## src/rtl/tfst_pkg.sv

```systemverilog
// Package for the TCP flow state tracker.
// Holds the flag bit positions, the one-hot peer state type, the timeout
// register set and the code conversion shared by every module of the block.
package tfst_pkg;

    localparam int FLAGS_W   = 8;
    localparam int STCODE_W  = 4;
    localparam int TIMEOUT_W = 20;
    localparam int CFG_IDX_W = 3;
    localparam int OUT_W     = 2 * STCODE_W + 2 * TIMEOUT_W;

    // Bit positions in the TCP flag byte.
    localparam int FLAG_FIN_BIT = 0;
    localparam int FLAG_SYN_BIT = 1;
    localparam int FLAG_RST_BIT = 2;
    localparam int FLAG_ACK_BIT = 4;

    // Configuration register indexes.
    localparam logic [CFG_IDX_W-1:0] REG_ESTABLISHED  = 3'd0;
    localparam logic [CFG_IDX_W-1:0] REG_SYN_SENT     = 3'd1;
    localparam logic [CFG_IDX_W-1:0] REG_SYN_RECEIVED = 3'd2;
    localparam logic [CFG_IDX_W-1:0] REG_FIN_WAIT     = 3'd3;
    localparam logic [CFG_IDX_W-1:0] REG_TIME_WAIT    = 3'd4;
    localparam logic [CFG_IDX_W-1:0] REG_CLOSED       = 3'd5;

    // Timeout values after reset, in seconds.
    localparam logic [TIMEOUT_W-1:0] RST_ESTABLISHED  = 20'd7440;
    localparam logic [TIMEOUT_W-1:0] RST_SYN_SENT     = 20'd120;
    localparam logic [TIMEOUT_W-1:0] RST_SYN_RECEIVED = 20'd60;
    localparam logic [TIMEOUT_W-1:0] RST_FIN_WAIT     = 20'd120;
    localparam logic [TIMEOUT_W-1:0] RST_TIME_WAIT    = 20'd120;
    localparam logic [TIMEOUT_W-1:0] RST_CLOSED       = 20'd10;

    // External state codes.
    localparam logic [STCODE_W-1:0] CODE_CLOSED      = 4'd0;
    localparam logic [STCODE_W-1:0] CODE_SYN_SENT    = 4'd1;
    localparam logic [STCODE_W-1:0] CODE_SYN_RCVD    = 4'd2;
    localparam logic [STCODE_W-1:0] CODE_ESTABLISHED = 4'd3;
    localparam logic [STCODE_W-1:0] CODE_FIN_WAIT1   = 4'd4;
    localparam logic [STCODE_W-1:0] CODE_FIN_WAIT2   = 4'd5;
    localparam logic [STCODE_W-1:0] CODE_CLOSING     = 4'd6;
    localparam logic [STCODE_W-1:0] CODE_TIME_WAIT   = 4'd7;
    localparam logic [STCODE_W-1:0] CODE_CLOSE_WAIT  = 4'd8;
    localparam logic [STCODE_W-1:0] CODE_LAST_ACK    = 4'd9;

    // Peer connection state, one-hot.
    typedef enum logic [9:0] {
        ST_CLOSED      = 10'b00_0000_0001,
        ST_SYN_SENT    = 10'b00_0000_0010,
        ST_SYN_RCVD    = 10'b00_0000_0100,
        ST_ESTABLISHED = 10'b00_0000_1000,
        ST_FIN_WAIT1   = 10'b00_0001_0000,
        ST_FIN_WAIT2   = 10'b00_0010_0000,
        ST_CLOSING     = 10'b00_0100_0000,
        ST_TIME_WAIT   = 10'b00_1000_0000,
        ST_CLOSE_WAIT  = 10'b01_0000_0000,
        ST_LAST_ACK    = 10'b10_0000_0000
    } peer_state_t;

    // The full set of configured timeouts.
    typedef struct packed {
        logic [TIMEOUT_W-1:0] established;
        logic [TIMEOUT_W-1:0] syn_sent;
        logic [TIMEOUT_W-1:0] syn_received;
        logic [TIMEOUT_W-1:0] fin_wait;
        logic [TIMEOUT_W-1:0] time_wait;
        logic [TIMEOUT_W-1:0] closed;
    } timeouts_t;

    // Flow state as held by the top level and produced by the transition logic.
    typedef struct packed {
        peer_state_t          initiator;
        peer_state_t          responder;
        logic [TIMEOUT_W-1:0] expiry;
    } flow_state_t;

    // Converts a one-hot peer state to its external code.
    function automatic logic [STCODE_W-1:0] state_code(input peer_state_t st);
        logic [STCODE_W-1:0] code;
        case (st)
            ST_CLOSED:      code = CODE_CLOSED;
            ST_SYN_SENT:    code = CODE_SYN_SENT;
            ST_SYN_RCVD:    code = CODE_SYN_RCVD;
            ST_ESTABLISHED: code = CODE_ESTABLISHED;
            ST_FIN_WAIT1:   code = CODE_FIN_WAIT1;
            ST_FIN_WAIT2:   code = CODE_FIN_WAIT2;
            ST_CLOSING:     code = CODE_CLOSING;
            ST_TIME_WAIT:   code = CODE_TIME_WAIT;
            ST_CLOSE_WAIT:  code = CODE_CLOSE_WAIT;
            ST_LAST_ACK:    code = CODE_LAST_ACK;
            default:        code = CODE_CLOSED;
        endcase
        return code;
    endfunction

endpackage

```

## src/rtl/tfst_cfg_regs.sv

```systemverilog
// Timeout configuration registers of the TCP flow state tracker.
// Depends on tfst_pkg for the register indexes and reset values.
module tfst_cfg_regs (
    input  logic                           clk,
    input  logic                           rst_n,
    input  logic                           cfg_valid,
    output logic                           cfg_ready,
    input  logic [tfst_pkg::CFG_IDX_W-1:0] cfg_index,
    input  logic [tfst_pkg::TIMEOUT_W-1:0] cfg_data,
    output tfst_pkg::timeouts_t            timeouts
);
    import tfst_pkg::*;

    timeouts_t timeouts_reg;

    // Each write lands in its register at once, so the channel is always ready.
    assign cfg_ready = 1'b1;
    assign timeouts  = timeouts_reg;

    // Register file; indexes beyond the list are ignored.
    always_ff @(posedge clk or negedge rst_n)
    begin
        if (!rst_n)
        begin
            timeouts_reg.established  <= RST_ESTABLISHED;
            timeouts_reg.syn_sent     <= RST_SYN_SENT;
            timeouts_reg.syn_received <= RST_SYN_RECEIVED;
            timeouts_reg.fin_wait     <= RST_FIN_WAIT;
            timeouts_reg.time_wait    <= RST_TIME_WAIT;
            timeouts_reg.closed       <= RST_CLOSED;
        end
        else if (cfg_valid && cfg_ready)
        begin
            case (cfg_index)
                REG_ESTABLISHED:  timeouts_reg.established  <= cfg_data;
                REG_SYN_SENT:     timeouts_reg.syn_sent     <= cfg_data;
                REG_SYN_RECEIVED: timeouts_reg.syn_received <= cfg_data;
                REG_FIN_WAIT:     timeouts_reg.fin_wait     <= cfg_data;
                REG_TIME_WAIT:    timeouts_reg.time_wait    <= cfg_data;
                REG_CLOSED:       timeouts_reg.closed       <= cfg_data;
                default:          ;
            endcase
        end
    end

endmodule

```

## src/rtl/tfst_transition.sv

```systemverilog
// Next-state decode of the TCP flow state tracker: one segment's flags move
// the peer states and the expiry. Depends on tfst_pkg.
module tfst_transition (
    input  logic [tfst_pkg::FLAGS_W-1:0]   tcp_flags,
    input  logic                           from_initiator,
    input  tfst_pkg::flow_state_t          cur,
    input  tfst_pkg::timeouts_t            timeouts,
    output tfst_pkg::flow_state_t          nxt,
    output logic [tfst_pkg::TIMEOUT_W-1:0] selected_timeout
);
    import tfst_pkg::*;

    logic        fin;
    logic        syn;
    logic        rst;
    logic        ack;
    peer_state_t snd;
    peer_state_t rcv;
    peer_state_t snd_next;
    peer_state_t rcv_next;
    logic [TIMEOUT_W-1:0] expiry_next;

    assign fin = tcp_flags[FLAG_FIN_BIT];
    assign syn = tcp_flags[FLAG_SYN_BIT];
    assign rst = tcp_flags[FLAG_RST_BIT];
    assign ack = tcp_flags[FLAG_ACK_BIT];

    // The segment's sender and receiver, by direction.
    assign snd = from_initiator ? cur.initiator : cur.responder;
    assign rcv = from_initiator ? cur.responder : cur.initiator;

    // Next sender, receiver and expiry; reset wins over every other flag.
    always_comb
    begin
        snd_next    = snd;
        rcv_next    = rcv;
        expiry_next = cur.expiry;
        if (rst)
        begin
            snd_next    = ST_CLOSED;
            rcv_next    = ST_CLOSED;
            expiry_next = timeouts.closed;
        end
        else
        begin
            case (snd)
                ST_CLOSED, ST_SYN_SENT:
                begin
                    if (syn && !ack)
                    begin
                        snd_next    = ST_SYN_SENT;
                        expiry_next = timeouts.syn_sent;
                    end
                    else if (syn && ack)
                    begin
                        snd_next    = ST_SYN_RCVD;
                        expiry_next = timeouts.syn_received;
                    end
                end
                ST_SYN_RCVD:
                begin
                    if (ack)
                    begin
                        snd_next    = ST_ESTABLISHED;
                        rcv_next    = ST_ESTABLISHED;
                        expiry_next = timeouts.established;
                    end
                end
                ST_ESTABLISHED:
                begin
                    if (fin)
                    begin
                        snd_next    = ST_FIN_WAIT1;
                        expiry_next = timeouts.fin_wait;
                    end
                end
                ST_FIN_WAIT1:
                begin
                    // FIN with ACK goes to closing; a bare ACK keeps the expiry.
                    if (fin && ack)
                    begin
                        snd_next    = ST_CLOSING;
                        expiry_next = timeouts.fin_wait;
                    end
                    else if (ack)
                    begin
                        snd_next = ST_FIN_WAIT2;
                    end
                    else if (fin)
                    begin
                        snd_next    = ST_TIME_WAIT;
                        expiry_next = timeouts.time_wait;
                    end
                end
                ST_FIN_WAIT2:
                begin
                    if (fin)
                    begin
                        snd_next    = ST_TIME_WAIT;
                        expiry_next = timeouts.time_wait;
                    end
                end
                ST_CLOSING:
                begin
                    if (ack)
                    begin
                        snd_next    = ST_TIME_WAIT;
                        expiry_next = timeouts.time_wait;
                    end
                end
                ST_CLOSE_WAIT:
                begin
                    if (fin)
                    begin
                        snd_next    = ST_LAST_ACK;
                        expiry_next = timeouts.fin_wait;
                    end
                end
                ST_LAST_ACK:
                begin
                    if (ack)
                    begin
                        snd_next    = ST_CLOSED;
                        rcv_next    = ST_CLOSED;
                        expiry_next = timeouts.closed;
                    end
                end
                // A sender in time-wait does not move.
                default: ;
            endcase
        end
    end

    // Map sender and receiver back onto the two peers.
    assign nxt.initiator = from_initiator ? snd_next : rcv_next;
    assign nxt.responder = from_initiator ? rcv_next : snd_next;
    assign nxt.expiry    = expiry_next;

    // Timeout chosen by the initiator's new state.
    always_comb
    begin
        case (nxt.initiator)
            ST_ESTABLISHED: selected_timeout = timeouts.established;
            ST_SYN_SENT:    selected_timeout = timeouts.syn_sent;
            ST_SYN_RCVD:    selected_timeout = timeouts.syn_received;
            ST_TIME_WAIT:   selected_timeout = timeouts.time_wait;
            ST_CLOSED:      selected_timeout = timeouts.closed;
            default:        selected_timeout = timeouts.fin_wait;
        endcase
    end

endmodule

```

## src/rtl/tcp_flow_state_tracker.sv

```systemverilog
// TCP flow state tracker, top level: flow state registers, result register.
// Result of an accepted segment: registered, on m_tdata in the next cycle.
// Throughput: one segment per cycle unless m_tready stalls the output register.
// Reset: asynchronous, active low; both peers Closed, expiry 0, timeouts at
// their defaults. Depends on tfst_pkg, tfst_cfg_regs and tfst_transition.
module tcp_flow_state_tracker (
    input  logic                           clk,
    input  logic                           rst_n,
    // Segment input. s_tdata: tcp_flags[7:0]. s_tuser: from_initiator[0].
    input  logic                           s_tvalid,
    output logic                           s_tready,
    input  logic [tfst_pkg::FLAGS_W-1:0]   s_tdata,
    input  logic [0:0]                     s_tuser,
    // Result output. m_tdata: initiator_state[3:0], responder_state[7:4],
    // expiry_seconds[27:8], selected_timeout[47:28].
    output logic                           m_tvalid,
    input  logic                           m_tready,
    output logic [tfst_pkg::OUT_W-1:0]     m_tdata,
    // Configuration write channel.
    input  logic                           cfg_valid,
    output logic                           cfg_ready,
    input  logic [tfst_pkg::CFG_IDX_W-1:0] cfg_index,
    input  logic [tfst_pkg::TIMEOUT_W-1:0] cfg_data
);
    import tfst_pkg::*;

    timeouts_t            timeouts;
    flow_state_t          flow_reg;
    flow_state_t          flow_next;
    logic [TIMEOUT_W-1:0] selected_timeout;
    logic                 in_fire;
    logic                 out_valid_reg;
    logic [OUT_W-1:0]     out_data_reg;

    tfst_cfg_regs u_cfg (
        .clk       (clk),
        .rst_n     (rst_n),
        .cfg_valid (cfg_valid),
        .cfg_ready (cfg_ready),
        .cfg_index (cfg_index),
        .cfg_data  (cfg_data),
        .timeouts  (timeouts)
    );

    tfst_transition u_transition (
        .tcp_flags        (s_tdata),
        .from_initiator   (s_tuser[0]),
        .cur              (flow_reg),
        .timeouts         (timeouts),
        .nxt              (flow_next),
        .selected_timeout (selected_timeout)
    );

    // A new segment is taken whenever the result register is free or emptying.
    assign s_tready = !out_valid_reg || m_tready;
    assign in_fire  = s_tvalid && s_tready;

    // Flow state advances on each accepted transaction.
    always_ff @(posedge clk or negedge rst_n)
    begin
        if (!rst_n)
        begin
            flow_reg.initiator <= ST_CLOSED;
            flow_reg.responder <= ST_CLOSED;
            flow_reg.expiry    <= '0;
        end
        else if (in_fire)
        begin
            flow_reg <= flow_next;
        end
    end

    // Result valid flag.
    always_ff @(posedge clk or negedge rst_n)
    begin
        if (!rst_n)
        begin
            out_valid_reg <= 1'b0;
        end
        else if (s_tready)
        begin
            out_valid_reg <= s_tvalid;
        end
    end

    // Result payload, packed from the lowest field up.
    always_ff @(posedge clk)
    begin
        if (in_fire)
        begin
            out_data_reg <= {selected_timeout, flow_next.expiry,
                             state_code(flow_next.responder),
                             state_code(flow_next.initiator)};
        end
    end

    assign m_tvalid = out_valid_reg;
    assign m_tdata  = out_data_reg;

`ifndef SYNTH
    // A segment with RST leaves both peers closed.
    a_rst_closes: assert property (@(posedge clk) disable iff (!rst_n)
        in_fire && s_tdata[FLAG_RST_BIT] |=>
            flow_reg.initiator == ST_CLOSED && flow_reg.responder == ST_CLOSED)
        else $error("RST segment did not close both peers");

    // Every accepted segment yields a result in the next cycle.
    a_result_follows: assert property (@(posedge clk) disable iff (!rst_n)
        in_fire |=> m_tvalid)
        else $error("accepted segment produced no result");

    // While a result is stalled, the flow state must not move.
    a_stall_holds_state: assert property (@(posedge clk) disable iff (!rst_n)
        m_tvalid && !m_tready |=> $stable(flow_reg))
        else $error("flow state changed while result was stalled");
`endif

endmodule
```

## config.mk

```make
export PLATFORM = sky130hd
export DESIGN_NAME = tcp_flow_state_tracker
export DESIGN_NICKNAME = d
export VERILOG_FILES = /design/src/rtl/tfst_pkg.sv /design/src/rtl/tfst_cfg_regs.sv /design/src/rtl/tfst_transition.sv /design/src/rtl/tcp_flow_state_tracker.sv
export SDC_FILE = /design/constraint.sdc
export NUM_CORES = 1
export LEC_CHECK = 0
export BUFFER_PORTS_ARGS = -buffer_cell sky130_fd_sc_hd__buf_2
export CORE_MARGIN = 2
export CORE_UTILIZATION = 38
export CTS_CLUSTER_DIAMETER = 80
export DETAILED_ROUTE_END_ITERATION = 10
export HOLD_SLACK_MARGIN = 0.1
export PLACE_DENSITY = 0.68
export SLEW_MARGIN = 20
export SYNTH_ARGS = -nofsm -noshare
export SYNTH_HDL_FRONTEND = slang
export SYNTH_SLANG_ARGS = --single-unit
```

## constraint.sdc

```tcl
create_clock -name clk -period 3.55 [get_ports clk]
set_input_delay 0.5325 -clock clk [delete_from_list [all_inputs] [get_ports clk]]
set_output_delay 0.5325 -clock clk [all_outputs]
set_load 0.03 [all_outputs]
```

Word-level counts from Yosys, hierarchy flattened --
Index checks and enable logic that the tools add are counted.
Operators by class: equal/unequal tests 33, mux-type cells 34, reductions and logical operators 16
Operators with widths (count):
- $mux 20 | 10
- $mux 10 | 18
- $pmux 20 s7 | 1
- $pmux 20 s5 | 1
- $pmux 10 s8 | 1
- $pmux 4 s9 | 2
- $eq 10x10->1 const B | 3
- $eq 10x2->1 const B | 3
- $eq 10x3->1 const B | 3
- $eq 10x4->1 const B | 3
- $eq 10x5->1 const B | 3
- $eq 10x6->1 const B | 3
- $eq 10x7->1 const B | 3
- $eq 10x9->1 const B | 3
- $eq 10x1->1 const B | 2
- $eq 10x8->1 const B | 2
- $pmux 10 s2 | 1
- $reduce_and 2->1 | 6
- $eq 3x2->1 const B | 2
- $eq 3x3->1 const B | 2
- $logic_and 1x1->1 | 4
- $reduce_or 2->1 | 2
- $eq 3x1->1 const B | 1
- $logic_not 3->1 | 1
- 2 further kinds | 3
Storage, ports and cells: input bits 37, output and inout bits 51, flip-flop bits (word level) 209, logic and storage cells 94

Depth between registers and ports, before layout --
Gate-level depths: netlist of run 1.
word-level depth 9, mapped depth 16, mapped depth without buffers 10

Cells and area by module --
A second synthesis of run 1 with hierarchy kept.
Unflattened totals: cells, all modules 1111, area total of the unflattened synthesis 12059.1 um2
By module, submodules not included:
- tfst_cfg_regs | area an instance 4534.3 um2, instances 1, cells an instance 260, seq. area each 3031.7 um2
- tfst_transition | area an instance 4194.0 um2, instances 1, cells an instance 658, seq. area each 0.0 um2
- tcp_flow_state_tracker | area an instance 3330.7 um2, instances 1, cells an instance 193, seq. area each 2469.9 um2

Worst setup path after synthesis of run 1 --
OpenSTA, ideal clock, no wires.
path kind input -> register, start input port s_tuser, end register out_data_reg[28], in the netlist m_tdata[28] (data pin), arrival 3.460 ns, data required time 3.277 ns, path buffers 5, stages on the path 15, slack -0.184 ns, library setup time 0.273 ns, path through buf_6 -> nor3_1 -> a2bb2o_4 -> buf_6 -> or3_4 -> o311a_2 -> a31o_4 -> a22oi_2 -> nand3_1 -> buf_2 -> nor3_1 -> or4_1 -> buf_2 -> buf_6 -> mux2i_1
On the way: word-level cells in the longest chain between the ends 9, elaborated cells on any way between the ends 35, those cells by class 14 x eq/ne; 20 x mux; 1 x reduce/logical
Ends and longest elaborated chain:
- from (decl) | RTL line tcp_flow_state_tracker.sv:13 | input logic [0:0] s_tuser,
- parallel branches: the longest is 6 deep, another holds $mux 10
- $mux 10 * | RTL line tfst_transition.sv:135 | assign nxt.initiator = from_initiator ? snd_next : rcv_next;
- $eq 10x1->1, or another cell as far along | RTL line tfst_transition.sv:142 | case (nxt.initiator)
- $pmux 20 s5 * | RTL line tfst_transition.sv:142
- named net selected_timeout[0] | RTL line tcp_flow_state_tracker.sv:30 | logic [TIMEOUT_W-1:0] selected_timeout;
- to (signal assigned) | RTL line tcp_flow_state_tracker.sv:91 | out_data_reg <= {selected_timeout, flow_next.expiry,
- to (decl) | RTL line tcp_flow_state_tracker.sv:33 | logic [OUT_W-1:0] out_data_reg;
Mark *: on every way through the listed nets, which the timed path passes. A chain may end at the register's enable or synchronous reset.

Worst setup path in the final report of run 1 --
start register flow_reg[31] (netlist bit), end register out_data_reg[39], in the netlist m_tdata[39] (data pin)
On the way: word-level cells in the longest chain between the ends 9, elaborated cells on any way between the ends 35, those cells by class 14 x eq/ne; 20 x mux; 1 x reduce/logical
Ends and longest elaborated chain:
- from (decl) | RTL line tcp_flow_state_tracker.sv:28 | flow_state_t flow_reg;
- from (signal assigned) | RTL line tcp_flow_state_tracker.sv:69 | flow_reg <= flow_next;
- parallel branches: the longest is 6 deep, another holds $mux 10
- $mux 10 * | RTL line tfst_transition.sv:135
- $eq 10x1->1, or another cell as far along | RTL line tfst_transition.sv:142
- $pmux 20 s5 * | RTL line tfst_transition.sv:142
- named net selected_timeout[11] | RTL line tcp_flow_state_tracker.sv:30
Marks and branches as above.

==> key figures, run 1 <==
Global routing
  – All-Layer GR Usage: 25.4%
  – Antenna violations before repair: 2
  – Largest net degree at the start of global routing: 84
  – First-pass GRT wire length: 66300 um
  – Vias in the first global route: 11700
  – Gr ovfl total: 0

Floorplanning
  – Starting Density: 38.4%
  – CORE AREA: 31400 um^2
  – Die ar.: 33200 um^2
  – Die W: 182 um
  – I/O pins: 88
  – Rows: 65
  – Die height: 182 um

Timing
  – RSZ-0062 raised after global routing: yes
  – Fin crit period: approximately 3800 ps
  – Setup Viol. Count Final: 22
  – Final WS setup: -229 ps
  – Worst-margin pin slew: roughly 840 ps
  – Max Fclk: 0.265 GHz
  – Pins over their slew limit: 0
  – Final Hold Viols: 0
  – Hold WS: 180 ps
  – Rel. slew slack: 43.8%
  – Fin crit share: 106%
  – Clock skew: 12.8 ps

Cells and area
  – Fin area: 16600 um^2
  – Nets: roughly 1500
  – Share of layout cells above drive strength 1: 43.9%
  – Synth-to-layout area growth: 37.3%
  – Area occupied by multi-input gates: 6670 um^2
  – Layout fillers: 2749
  – Diodes inserted: 0
  – Max reg flops: 120
  – Final Non-Filler Cells: about 1900
  – Storage cell area: 5510 um^2

Power
  – Switching power total: 2830 uW
  – Pwr Density: 524 nW/um^2
  – Leakage: about 0.0070 uW
  – VDD IR max: 0.377 mV
  – Pint: 5840 uW
  – Seq pwr share: 39.5%
  – Part of the power in combinational logic: 29.7%
  – Switching Fraction: roughly 33%
  – Clk pwr share: 30.7%

Run
  – Max_cap viols: 0

Logic synthesis
  – Asr flop ratio synth: 77.0%
  – Top FF cell, synth: dfrtp_1
  – Mean Syn Cell Area: 10.1 um^2
  – Syn nets: 1234
  – Post-synthesis sequential area ratio: 45.6%
  – Cells after Synth: between 1000 and 1500
  – Synthesized area: between 10000 and 15000 um^2
  – Post-synthesis cell type count: 93
  – EDFF count, synth: 48
  – Synth Warn #: 0
  – FF+latch count, synth: 209

Routing
  – Avg WL per Cell: 22.9 um
  – Initial drt markers: 1022
  – Aggregate routed wire length: 43500 um
  – Via Count: 11600
  – First-pass detailed-route iteration total: 6
  – Mean number of vias per cell: between 6 and 7
  – # DRC: 0
  – Post-route ant nets: 0

Clock tree
  – Total CTS buffers: 25
  – Clk Latency, worst-skew pair: 560 ps
  – Clock-pin slew on the worst setup and hold paths: about 60 ps
  – Clk sinks: 209
  – CTS root buf: clkbuf_16
  – Clk buf depth: 3
  – CTS H-tree lvls: 1
  – CTS tree: built

Place
  – Placed inst area: roughly 15000 um^2
  – Place WS: -810 ps
  – DP HPWL: between 20000 and 30000 um
  – RePlAce Congestion: a little under 1
  – Placed Cells: roughly 1800
  – # port buffers: 82

Min path
  – Min-Delay Startpoint: s_tvalid
  – Worst Hold Path EP: m_tvalid$_DFFE_PN0N_
  – Worst Hold Class: primary input to flop
  – Hold depth: 2

Run status
  – Outcome: complete, but fails checks
  – Violated checks: setup timing

Setup path
  – Setup crit end kind: flop
  – Reg2Reg Depth: 13
  – Crit Reg-Reg Endpoint: m_tdata[39]$_DFFE_PP_
  – Critical Path AT: between 4000 and 5000 ps
  – CP Launch Type: flop
  – Kind of critical path: flop to flop
  – R2R Path Start: flow_reg[31]$_DFFE_PN0P_
  – CP Max Fanout: 14
  – Worst Path Required: 3950 ps
  – FF-to-FF setup slack: -230 ps
## worst max-delay path, stage by stage, from the launching register on
cell,delay [ps]
dfrtp_1,430
or3b_4,460
a2bb2o_4,260
or3_4,440
o311a_4,170
buf_6,130
a21oi_4,220
a21oi_2,100
nand3b_4,290
buf_8,230
buf_12,150
nor4_2,450
a2111oi_4,110
mux2i_1,170
## how the worst max path moves through the flow
stage                        startpoint                     to  slack, ps
5_1_grt        flow_reg[31]$_DFFE_PN0P_  m_tdata[39]$_DFFE_PP_       -260
2_1_floorplan                   s_tuser  m_tdata[28]$_DFFE_PP_        -70
3_3_place_gp                    s_tuser  m_tdata[44]$_DFFE_PP_       -760
3_5_place_dp                    s_tuser  m_tdata[39]$_DFFE_PP_       -810
4_1_cts        flow_reg[31]$_DFFE_PN0P_  m_tdata[44]$_DFFE_PP_       -100
6_report       flow_reg[31]$_DFFE_PN0P_  m_tdata[39]$_DFFE_PP_       -230
## repair_timing
| action | in CTS | in global routing |
|---|---|---|
| pin swaps | 13 | 31 |
| resized for setup | 71 | 103 |
| gates cloned | 3 | 2 |
| hold buffers | 1 | 0 |
| endpoints found under the hold margin | 33 | 0 |
| setup endpoints to repair | 45 | 37 |
| buffers inserted | 30 | 13 |
## cells by family (layout without fill, tap and decap cells)
family / count (synthesis) / after routing / synth area share [%]
AOI/OAI and AO/OA: 308 / 309 / 18.5
buffers and inverters: 177 / 471 / 6.07
DFF: 209 / 209 / 45.6
and+or+nand+nor: 342 / 342 / 15.5
other: 1 / 1 / 0.0311
muxes: 147 / 147 / 13.3
xor gates and xnor gates: 13 / 13 / 0.944
## final cells by class
class / instances / share of cell area [%]
flip-flops and latches: 209 / 33.3
multi-input cells: 812 / 40.2
inverters: 77 / 1.75
repair buffers: 348 / 16.5
well taps: 402 / 3.04
clock buffers: 35 / 4.43
clock inverters: 11 / 0.763
## power by group through the flow
stage	Sequential, uW	Combinational (uW)	Clock [uW]
6_report	3430	2580	2670
5_1_grt	3480	2760	2790
4_1_cts	3400	2430	2710
3_5_place_dp	3430	2230	0
3_3_place_gp	3410	2180	0
2_1_floorplan	3470	1250	0
## stage by stage
stage / power (uW) / utilization, % / setup TNS (ps)
floorplan: 4720 / - / -1350
global placement: 5590 / 46.4 / -26490
detailed placement: 5670 / 46.4 / -33990
CTS: 8540 / 51.1 / -1740
global route: 9030 / 52.8 / -4620
finish: 8680 / 52.8 / -3130
## synthesized netlist by cell type (20+ instances only)
cell type,n,share of area (%)
dfrtp_1,136,28
mux2_2,105,9.8
nand2_1,90,2.8
o21ai_0,88,3.7
clkbuf_1,77,2.4
inv_1,76,2.4
nor4_1,56,2.9
edfxtp_1,48,12
nor2_1,42,1.3
mux2i_1,41,3.4
a2111oi_0,31,2.3
nand3_1,31,1.3
nor3_1,29,1.2
a211oi_1,26,1.6
a221oi_1,25,1.8
dfstp_2,25,5.4
a21oi_1,24,1.0
a22oi_1,20,1.2
## cell usage in the layout, fill, tap and decap left out, types with 22 or more instances in the layout
master | synthesis | final
o21ai_0 | 88 | 83
nor2_1 | 42 | 40
dfstp_2 | 25 | 25
edfxtp_1 | 48 | 48
buf_2 | 9 | 80
clkbuf_16 | 0 | 27
inv_1 | 76 | 75
a21oi_1 | 24 | 22
a221oi_1 | 25 | 24
dfrtp_1 | 136 | 129
a211oi_1 | 26 | 25
nor4_1 | 56 | 39
nand2_1 | 90 | 89
mux2i_1 | 41 | 40
buf_4 | 1 | 231
mux2_2 | 105 | 104
nand3_1 | 31 | 29
## routing by layer
layer  GRT usage, %  part of all wire [%]  vias up
li1               -                     -     5088
met1           32.6                    39     5694
met2           42.1                    47      627
met3           4.59                   9.0      152
met4           11.5                   4.7        4
met5              0                 0.062        -
(Power assumes the default switching activity.)
==> run 2: changes to the inputs <==
--- a/config.mk
+++ b/config.mk
@@ -12,7 +12,8 @@
 export DETAILED_ROUTE_END_ITERATION = 10
 export HOLD_SLACK_MARGIN = 0.1
 export PLACE_DENSITY = 0.68
-export SLEW_MARGIN = 20
+export SLEW_MARGIN = 0
 export SYNTH_ARGS = -nofsm -noshare
 export SYNTH_HDL_FRONTEND = slang
+export SYNTH_HIERARCHICAL = 1
 export SYNTH_SLANG_ARGS = --single-unit
==> key figures, run 2 <==
Run status
  – Outcome: finished clean

Timing
  – Setup TNS: 0 ps
  – RSZ-0062 raised after global routing: yes
  – Setup Viol. Count Final: 0
  – Final Hold Viols: 0
  – Pins over their slew limit: 0
  – Clock skew: 12.5 ps
  – Worst-margin pin slew: 794 ps
  – Fin crit period: about 3500 ps
  – Max Fclk: 0.282 GHz
  – Rel. slew slack: 47.1%
  – Final WS setup: 4.65 ps
  – Fin crit share: between 90% and 100%

Global routing
  – Largest net degree at the start of global routing: 54
  – Antenna violations before repair: 3
  – All-Layer GR Usage: 23.4%
  – First-pass GRT wire length: 60600 um
  – Vias in the first global route: 10400
  – Gr ovfl total: 0

Routing
  – Aggregate routed wire length: 40100 um
  – Initial drt markers: between 900 and 1000
  – Mean number of vias per cell: 5.94
  – Avg WL per Cell: 22.5 um
  – Via Count: 10600
  – First-pass detailed-route iteration total: 6
  – # DRC: 0
  – Post-route ant nets: 0

Clock tree
  – Clk sinks: between 200 and 250
  – CTS H-tree lvls: 1
  – CTS tree: built
  – CTS root buf: clkbuf_16
  – Total CTS buffers: 24
  – Clk Latency, worst-skew pair: 540 ps
  – Clock-pin slew on the worst setup and hold paths: around 60 ps
  – Clk buf depth: 3

Floorplanning
  – I/O pins: about 90
  – Die ar.: 33200 um^2
  – CORE AREA: 31400 um^2
  – Die height: around 180 um
  – Die W: 182 um
  – Rows: 65
  – Starting Density: approximately two fifths

Place
  – Place WS: -505 ps
  – DP HPWL: 27300 um
  – RePlAce Congestion: 0.966
  – # port buffers: 82

Cells and area
  – Max reg flops: 120
  – Nets: 1398
  – Share of layout cells above drive strength 1: 45.3%
  – Commonest cells after routing, fill and taps aside: buf_4 (209), mux2_2 (163), dfrtp_1 (136)
  – Synth-to-layout area growth: 28.9%
  – Most common cell after layout, fill and taps aside: buf_4

Power
  – Clk pwr share: between 30% and 40%
  – VDD IR max: 0.409 mV
  – Tot Pwr: 8110 uW
  – Seq pwr share: 42.2%
  – Pwr Density: approximately 520 nW/um^2
  – Switching power total: 2510 uW
  – Pint: 5600 uW
  – Leakage: 0.00682 uW
  – Switching Fraction: 30.9%
  – Part of the power in combinational logic: 25.8%

Logic synthesis
  – Top FF cell, synth: dfrtp_1
  – Cells after Synth: 1111
  – Post-synthesis cell type count: 75
  – Mean Syn Cell Area: 10.9 um^2
  – Post-synthesis sequential area ratio: 45.6%
  – FF+latch count, synth: 209
  – Yosys top cell by area: dfrtp_1
  – Share of the synthesized area in the top cell type: 28.2%
  – Asr flop ratio synth: between 70% and 80%
  – Syn nets: between 1000 and 1500
  – EDFF count, synth: between 40 and 50
  – Dominant cells by area after synthesis: dfrtp_1 (28%), mux2_2 (15%), edfxtp_1 (12%)
  – Synth Warn #: 6
  – Synthesized area: ~12000 um^2
  – Most common cell in the netlist: mux2_2
  – Synth cell count leaders: mux2_2 (163), dfrtp_1 (136), nand2_1 (84)

Setup path
  – Setup crit end kind: flop
  – Worst Path Required: 3830 ps
  – CP Max Fanout: 6
  – Kind of critical path: flop to flop
  – CP Launch Type: flop
  – Critical Path AT: 3820 ps

Min path
  – Worst Hold Class: primary input to flop

Run
  – Max_cap viols: 0
-- run 2: path summary, 6_finish.rpt --
| check | from | end | slack [ps] | cells past startpoint |
|---|---|---|---|---|
| max | flow_reg[20]$_DFFE_PN1P_ | m_tdata[38]$_DFFE_PP_ | 5 | 13 |
| min | s_tvalid | m_tvalid$_DFFE_PN0N_ | 200 | 2 |
| max reg2reg | flow_reg[20]$_DFFE_PN1P_ | m_tdata[38]$_DFFE_PP_ | 5 | 13 |
| min reg2reg | flow_reg[0]$_DFFE_PN0P_ | flow_reg[0]$_DFFE_PN0P_ | 520 | 1 |
| max in group asynchronous | rst_n | flow_reg[30]$_DFFE_PN1P_ | 2170 | 3 |
| min in group asynchronous | rst_n | u_cfg/timeouts[2]$_DFFE_PN0P_ | 510 | 2 |
-- run 2: cells by family (layout without fill, tap and decap cells) --
logic type	after synthesis	in the layout	synth area share [%]
compound gates	331	331	20.0
xor+xnor	12	12	0.872
buf+inv	117	385	4.24
flops	209	209	45.6
mux	201	201	18.4
other cells	1	2	0.0311
simple gates	240	240	10.8
-- run 2: final cells by class --
class / instances / area (um^2)
diodes: 1 / 2.50
clock buffers: 38 / 703
clock inverters: 6 / 133
fillers: 2852 / 15900
inverters: 34 / 128
multi-input cells: 785 / 6300
flip-flops and latches: 209 / 5500
well taps: 402 / 503
repair buffers: 307 / 2270
-- run 2: per-stage QoR --
step | std cells | hold slack [ps] | area (um^2) | utilization (%)
5_1_grt | 1781 | 190 | 15500 | 49.5
2_1_floorplan | 1111 | 237 | 12100 | -
4_1_cts | 1762 | 185 | 15200 | 48.3
6_report | 1782 | 201 | 15500 | 49.5
3_3_place_gp | 1715 | 501 | 14300 | 45.5
3_5_place_dp | 1715 | 499 | 14300 | 45.5
-- run 2: what timing repair did --
item / 4_1_cts / 5_1_grt
gates cloned: 0 / 1
pin swaps: 3 / 31
endpoints found under the setup margin: 18 / 29
hold buffers: 1 / 0
setup buffers: 2 / 18
gates resized for setup: 4 / 52
endpoints found under the hold margin: 40 / 0
-- run 2: critical path, cell delays in order, from the launching register on --
cell and delay (ps):
dfstp_2 370, or3_4 380, buf_4 150, a22oi_2 310, buf_4 190, a32oi_2 120, and4_4 210, a211oi_1 430
nor2_2 140, nor3_2 240, and2_1 230, a221o_4 260, clkbuf_16 200, o211ai_2 70
-- run 2: power groups by stage --
| stage | Sequential, uW | Clock [uW] | Combinational (uW) |
|---|---|---|---|
| 2_1_floorplan | 3470 | 0 | 1140 |
| 3_3_place_gp | 3420 | 0 | 1930 |
| 3_5_place_dp | 3450 | 0 | 1990 |
| 4_1_cts | 3410 | 2650 | 2000 |
| 5_1_grt | 3480 | 2730 | 2240 |
| 6_report | 3420 | 2600 | 2090 |
-- run 2: routing by layer --
metal,up-vias,global-route usage (%),wire (um)
met5,-,0,24
met4,4,7.35,1480
met3,117,3.79,2960
met2,497,38.1,18500
met1,5235,32.1,17100
li1,4728,-,-
